--- config.mk ---
export PLATFORM = sky130hd
export DESIGN_NAME = mis_cell
export DESIGN_NICKNAME = d
export VERILOG_FILES = /design/src/design/mis_pkg.sv /design/src/design/mis_cell.sv
export SDC_FILE = /design/constraint.sdc
export NUM_CORES = 1
export LEC_CHECK = 0
export BUFFER_PORTS_ARGS = -buffer_cell sky130_fd_sc_hd__buf_2
export CAP_MARGIN = 20
export CORE_MARGIN = 2
export CORE_UTILIZATION = 54
export CTS_BUF_LIST = sky130_fd_sc_hd__clkbuf_4 sky130_fd_sc_hd__clkbuf_8
export CTS_CLUSTER_DIAMETER = 30
export DETAILED_ROUTE_END_ITERATION = 16
export PLACE_DENSITY_LB_ADDON = 0.25
export SLEW_MARGIN = 0
export SYNTH_ARGS = -nofsm -noshare
export SYNTH_HDL_FRONTEND = slang
export SYNTH_SLANG_ARGS = --single-unit
--- constraint.sdc ---
create_clock -name clk -period 7.15 [get_ports clk]
set_input_delay 1.0725 -clock clk [delete_from_list [all_inputs] [get_ports clk]]
set_output_delay 1.0725 -clock clk [all_outputs]
set_load 0.02 [all_outputs]
--- src/design/mis_pkg.sv ---
// ----------------------------------------------------------------------------
// mis_pkg
// shared constants and types for the merge insertion sorter
// ----------------------------------------------------------------------------
package mis_pkg;

  localparam int MAX_ITEMS = 64;
  localparam int VAL_W     = 31;
  localparam int CNT_W     = $clog2(MAX_ITEMS + 1);

  // control broadcast to every cell of the chain
  typedef struct packed {
    logic             ins;    // insert value this cycle
    logic             shift;  // move contents one place towards cell 0
    logic [VAL_W-1:0] value;  // value being inserted
  } cell_ctrl_t;

endpackage

--- src/design/mis_cell.sv ---
// ----------------------------------------------------------------------------
// mis_cell
// one slot of the sorted chain: compares, keeps, takes from a neighbour
// ----------------------------------------------------------------------------
module mis_cell (
  input  logic                          clk,
  input  mis_pkg::cell_ctrl_t           ctrl,
  input  logic                          occ,       // slot holds a list item
  input  logic                          left_gt,   // left neighbour yields to value
  input  logic [mis_pkg::VAL_W-1:0]     left_val,
  input  logic [mis_pkg::VAL_W-1:0]     right_val,
  output logic                          gt,        // this slot yields to value
  output logic [mis_pkg::VAL_W-1:0]     val
);

  logic [mis_pkg::VAL_W-1:0] val_r;
  logic [mis_pkg::VAL_W-1:0] val_nxt;

  // empty slots count as greater than anything; equal values stay ahead
  assign gt  = !occ || (val_r > ctrl.value);
  assign val = val_r;

  always_comb begin
    val_nxt = val_r;
    if (ctrl.ins && gt) begin
      val_nxt = left_gt ? left_val : ctrl.value;
    end else if (ctrl.shift) begin
      val_nxt = right_val;
    end
  end

  always_ff @(posedge clk) begin
    val_r <= val_nxt;
  end

endmodule

==> results of run 1 <==
## how the worst min path moves through the flow
stage,slack (ns),depth (start not counted),startpoint,endpoint
floorplan,1.10,4,val[14],val[30]
global placement,1.30,5,val[14],val[30]
detailed placement,1.32,5,val[14],val[30]
CTS,1.20,3,right_val[30],val[30]
global route,1.23,3,right_val[0],val[0]
finish,1.21,3,right_val[30],val[30]
## cell usage in the layout, fill, tap and decap left out, types with 2 or more instances in the layout
| cell | Yosys | routed |
|---|---|---|
| sky130_fd_sc_hd__inv_1 | 32 | 32 |
| sky130_fd_sc_hd__a21o_1 | 2 | 2 |
| sky130_fd_sc_hd__o21ai_1 | 3 | 3 |
| sky130_fd_sc_hd__clkbuf_8 | 0 | 5 |
| sky130_fd_sc_hd__buf_4 | 2 | 5 |
| sky130_fd_sc_hd__buf_2 | 6 | 129 |
| sky130_fd_sc_hd__ha_1 | 31 | 31 |
| sky130_fd_sc_hd__a211oi_2 | 32 | 31 |
| sky130_fd_sc_hd__nand2_1 | 35 | 35 |
| sky130_fd_sc_hd__mux2i_1 | 31 | 31 |
| sky130_fd_sc_hd__nand3_1 | 35 | 35 |
| sky130_fd_sc_hd__nand4_1 | 6 | 6 |
| sky130_fd_sc_hd__o21ai_0 | 32 | 32 |
| sky130_fd_sc_hd__a21oi_1 | 44 | 44 |
| sky130_fd_sc_hd__edfxtp_1 | 31 | 31 |
| sky130_fd_sc_hd__nor2_1 | 34 | 34 |
| sky130_fd_sc_hd__clkbuf_4 | 2 | 2 |
## layout make-up
type                       instances  area, µm²
sequential                        31        931
clock inverter                     1       5.00
timing repair buffer             135        711
multi-input combinational        302       2170
clock buffer                       7       83.8
fill                             511       1840
tap                               75       93.8
inverter                          32        120
## stage by stage
step | instances | utilization (%) | total power [mW] | instance area [µm²]
4_1_cts | 583 | 69.1 | 0.751 | 4120
6_report | 583 | 69.1 | 0.755 | 4120
3_5_place_dp | 575 | 67.6 | 0.609 | 4030
5_1_grt | 583 | 69.1 | 0.799 | 4120
2_1_floorplan | 395 | - | 0.509 | 3370
3_3_place_gp | 574 | 67.2 | 0.596 | 4000
## power by group
| part | internal [mW] | switching, mW | leakage [nW] |
|---|---|---|---|
| Combinational | 0.129 | 0.216 | 1.59 |
| Clock | 0.0759 | 0.0708 | 0.0491 |
| Sequential | 0.243 | 0.0197 | 0.310 |
## metal layers
| metal | up-vias | track usage [%] | routed length, µm |
|---|---|---|---|
| li1 | 1661 | - | - |
| met1 | 1651 | 34.4 | 4030 |
| met2 | 182 | 51.0 | 4920 |
| met3 | 27 | 5.27 | 816 |
| met4 | 0 | 10.9 | 235 |
| met5 | - | 0 | 0 |
## cells by family (layout without fill, tap and decap cells)
logic type               count (synthesis)  in the layout  share of synthesized area [%]
AO/OA/AOI/OAI                          120            120                           26.1
adder cells (fa/ha/maj)                 31             31                           11.5
buffers and inverters                   62            175                           8.59
flip-flops                              31             31                           27.7
multiplexers                            31             31                           9.22
AND/OR/NAND/NOR                        120            120                           17.0
## worst register-to-register path: stages, from the launching register on
cell,delay [ns]
sky130_fd_sc_hd__edfxtp_1,0.43
sky130_fd_sc_hd__ha_1,0.32
sky130_fd_sc_hd__a21oi_1,0.17
sky130_fd_sc_hd__o21ai_1,0.09
sky130_fd_sc_hd__a221o_1,0.40
sky130_fd_sc_hd__a211oi_4,0.18
sky130_fd_sc_hd__and2_2,0.85
sky130_fd_sc_hd__a211oi_2,0.19
==> out/metrics.yaml, run 1 <==
status: "finished, final reports clean"
global_route.usage.total_pct: 28.8
post_cts_buffers: 0
timing.fmax_mhz: 220
yosys_register_bits: 31
die_ar_um2: 6880
power.density_cell_area_nw_per_um2: 183
grt_start_max_net_pins: 35
fp.dieH_um: 83.0
critical_path.top_delay_family: "compound AO/OA/AOI/OAI gates"
critical_path_arrival_ns: 3.47
ys_top_cells_by_count: "sky130_fd_sc_hd__a21oi_1, sky130_fd_sc_hd__nand2_1, sky130_fd_sc_hd__nand3_1"
insertedDiodeCount: 0
crit_type: "input port to output port"
synthesis.area_per_instance_um2: 8.52
post_cts_resized: 0
setup_repair_after_global_routing_missed_its_margin: "false"
hold_ws_ns: 1.21
totalWireLength_mm: 10.0
antenna_found_initial: 0
drt_drc_violations_left: 0
clk_root_buffer_cell: "sky130_fd_sc_hd__clkbuf_8"
clock_latency_ns: 0.29
netlist_area_um2: 3370
worst-path-stages: 10
overflow_left_after_global_routing: 0
layout_min_cycle_time_ns: 4.54
finalSetupViolCount: 0
synthMostInstantiatedCell: "sky130_fd_sc_hd__a21oi_1"
gp_congestion: 0.831
netlist.top_cell.by_area: "sky130_fd_sc_hd__edfxtp_1"
postSynth.topFlopCell: "sky130_fd_sc_hd__edfxtp_1"
drv.max_cap_violation_count: 0
slowest_stage_cell_crit_path: "sky130_fd_sc_hd__and2_2"
worstPathBufferInverterCount: 3
viasPerCell: 6.04
port_buffers: 129
synth_edf_count: 31
critPathCapture: "gt"
r2r-end: "val[25]"
setup.reg_to_reg.worst_slack_ns: 4.23
post_drt_wl_per_cell_um: 17.2
category_of_the_worst_setup_path_launch_point: "input port"
worst_slew_pin_slew_ns: 1.13
r2r-start: "val[20]"
layout_worst_path_cycle_share_pct: 63.5
timing.final.ws_setup_ns: 2.61
clkSlewWorstSetupHoldPaths_ns: 0.07
ios: 130
initialDrtViolationCount: 218
core.rowCount: 28
async_reset_ff_share_pct: 0
yosysWarnings: 0
synth_top_cells_by_area: "sky130_fd_sc_hd__edfxtp_1, sky130_fd_sc_hd__a211oi_2, sky130_fd_sc_hd__ha_1"
detail-route-antenna-nets: 0
fin_tns_setup_ns: 0
fin_nets: 636
largest_register_ff_count: 31
cts_inserted_buffers: 5
finalMaxSlewViolations: 0
synth_to_final_area_change_pct: 22.3
seq_area_frac_synth_pct: 27.7
post_cts_hold_buffer_count: 0
drt_first_pass_iters: 5
initial_utilization_pct: 56.5
route.vias.total: 3521
leakage_nw: 1.95
synthCells: 395
cp_slowest_stage_delay_ns: 0.85
core-area_um2: 5960
synth_nets: 524
grt_pass1_vias: 3572
number_of_h_tree_branching_levels: 2
clock_tree.buffer_depth: 2
vdd_drop_max_mv: 0.117
slew_hr_pct: 24.5
dpl_worst_slack_ns: 2.61
place.detailed.hpwl_mm: 7.04
hold_path_class: "input port to flop"
setup.worst_path.start: "ctrl[20]"
critical_path.endpoint_type: "output port"
path_max_fanout: 32
numClockSinks: 31
finalClockSkew_ns: 0.00796
worst_ep_required_time_ns: 6.08
tritoncts_clock_tree: "done"
dieWidth_um: 83.0
worstRegToRegCells: 7
hold_violations: 0
area_share_of_the_largest_cell_type_after_synthesis_pct: 27.7
grt_first_pass_wirelength_mm: 16.4
synth_cell_types: 33
layout-drive-gt1-share_pct: 35.8
cp_cell_sequence: "buf_2 -> inv_1 -> ha_1 -> a21oi_1 -> o21ai_1 -> a221o_1 -> a211oi_4 -> and2_2 -> o21ai_1 -> buf_2"
(Power assumes the default switching activity.)
==> inputs of run 2 (changes only) <==
CORE_UTILIZATION = 51   (was 54)
clock period = 4.6 ns   (was 7.15 ns; I/O delays follow)
==> run 2 against run 1 <==
Setup slack got worse by 1.3 ns. Sequential share of layout area decreased by 0.18 points. Count of clock-buffer cells in the layout decreased by 1. Largest power group unchanged.
==> out/metrics.yaml, run 2 (synthesis results as in run 1) <==
finalClockSkew_ns: 0.00907
critical_path_arrival_ns: 2.65
hold_violations: 0
worst_ep_required_time_ns: 3.91
layout.cells.most_common: "sky130_fd_sc_hd__buf_2"
drt_first_pass_iters: 5
vdd_drop_max_mv: 0.168
number_of_h_tree_branching_levels: 2
grt_first_pass_wirelength_mm: 15.5
drv.max_cap_violation_count: 0
status: "finished, final reports clean"
route.vias.total: 3457
r2r-end: "val[21]"
insertedDiodeCount: 0
hold_path_end: "val[30]"
post_drt_wl_per_cell_um: 16.9
post_cts_hold_buffer_count: 0
layout_min_cycle_time_ns: 3.34
slew_hr_pct: 36.5
hold_start: "right_val[30]"
clkSlewWorstSetupHoldPaths_ns: 0.06
seqCellArea_um2: 931
dieWidth_um: 85.2
share_of_the_core_filled_with_cells_pct: 65.3
grt_pass1_vias: 3293
category_of_the_worst_setup_path_launch_point: "input port"
path_max_fanout: 10
finalMaxSlewViolations: 0
place.detailed.hpwl_mm: 7.13
initial_utilization_pct: 53.0
tritoncts_clock_tree: "done"
worstRegToRegCells: 8
port_buffers: 129
core.rowCount: 29
setup_repair_after_global_routing_missed_its_margin: "false"
detail-route-antenna-nets: 0
global_route.usage.total_pct: 26.8
antenna_found_initial: 0
min_delay_path_depth: 3
multi_input_area_um2: 2170
fp.dieH_um: 85.2
ios: 130
layout-drive-gt1-share_pct: 36.0
crit_type: "input port to output port"
drt_drc_violations_left: 0
fillCellCount: 517
timing.fmax_mhz: 300
layout_worst_path_cycle_share_pct: 72.5
post_cts_buffers: 0
power.density_cell_area_nw_per_um2: 278
post_cts_resized: 0
r2r-start: "val[26]"
worst_slew_pin_slew_ns: 0.952
totalWireLength_mm: 9.88
critical_path.endpoint_type: "output port"
clock_tree.buffer_depth: 2
gp_congestion: 0.865
fin_nets: 639
synth_to_final_area_change_pct: 23.3
core-area_um2: 6350
setup.reg_to_reg.worst_slack_ns: 1.62
finalSetupViolCount: 0
leakage_nw: 1.96
most-common-layout-cells: "sky130_fd_sc_hd__buf_2, sky130_fd_sc_hd__a21oi_1, sky130_fd_sc_hd__nand3_1, sky130_fd_sc_hd__nand2_1, sky130_fd_sc_hd__nor2_1"
die_ar_um2: 7270
overflow_left_after_global_routing: 0
numClockSinks: 31
initialDrtViolationCount: 168
largest_register_ff_count: 31
grt_start_max_net_pins: 35
clk_root_buffer_cell: "sky130_fd_sc_hd__clkbuf_8"
hold_path_class: "input port to flop"
fin_tns_setup_ns: 0
clock_latency_ns: 0.29
viasPerCell: 5.90
cts_inserted_buffers: 5
run 2: cell types whose count changed in the layout (fill, tap and decap cells not counted):
cell	before	now
sky130_fd_sc_hd__buf_16	1	2
sky130_fd_sc_hd__clkbuf_4	2	1
sky130_fd_sc_hd__clkinv_2	1	0
sky130_fd_sc_hd__buf_4	5	7
run 2: stage by stage:
step | worst slack, ns | power [mW] | std cells | area, µm² | hold slack, ns
global placement | 1.26 | 0.931 | 578 | 4020 | 1.10
detailed placement | 1.24 | 0.947 | 579 | 4050 | 1.12
CTS | 1.27 | 1.16 | 585 | 4120 | 0.823
global route | 1.12 | 1.22 | 586 | 4150 | 0.849
floorplan | 1.46 | 0.791 | 395 | 3370 | 0.995
finish | 1.26 | 1.16 | 586 | 4150 | 0.833
run 2: worst max path at each step:
stage               endpoint      from  slack (ns)  cells past startpoint
floorplan                 gt  ctrl[29]        1.46                      9
global placement      val[4]  ctrl[13]        1.26                      9
detailed placement    val[4]  ctrl[29]        1.24                     10
CTS                       gt  ctrl[29]        1.27                     10
global route              gt  ctrl[22]        1.12                     10
finish                    gt  ctrl[29]        1.26                     10
run 2: per-layer routing:
layer / up-vias / part of all wire, % / global-route usage [%]
li1: 1669 / - / -
met1: 1614 / 42 / 33.7
met2: 166 / 50 / 47.8
met3: 8 / 7.4 / 4.67
met4: 0 / 0.69 / 5.92
met5: - / 0 / 0
run 2: report_power, final:
group	switching (mW)	internal [mW]
logic	0.333	0.206
registers	0.0297	0.378
clock network	0.102	0.107
run 2: layout make-up:
class                   count  share of cell area [%]
clock buffers               6                    1.84
inverters                  32                    2.90
multi-input cells         302                    52.4
flip-flops and latches     31                    22.4
well taps                  77                    2.32
repair buffers            138                    18.2
run 2: worst max-delay path, cell delays in order:
cell                       delay (ns)
sky130_fd_sc_hd__buf_2           0.09
sky130_fd_sc_hd__inv_1           0.04
sky130_fd_sc_hd__ha_1            0.35
sky130_fd_sc_hd__a21oi_1         0.18
sky130_fd_sc_hd__nand2_1         0.07
sky130_fd_sc_hd__a221o_1         0.33
sky130_fd_sc_hd__a211oi_4        0.42
sky130_fd_sc_hd__and2_2          0.25
sky130_fd_sc_hd__o21ai_1         0.06
sky130_fd_sc_hd__buf_2           0.16
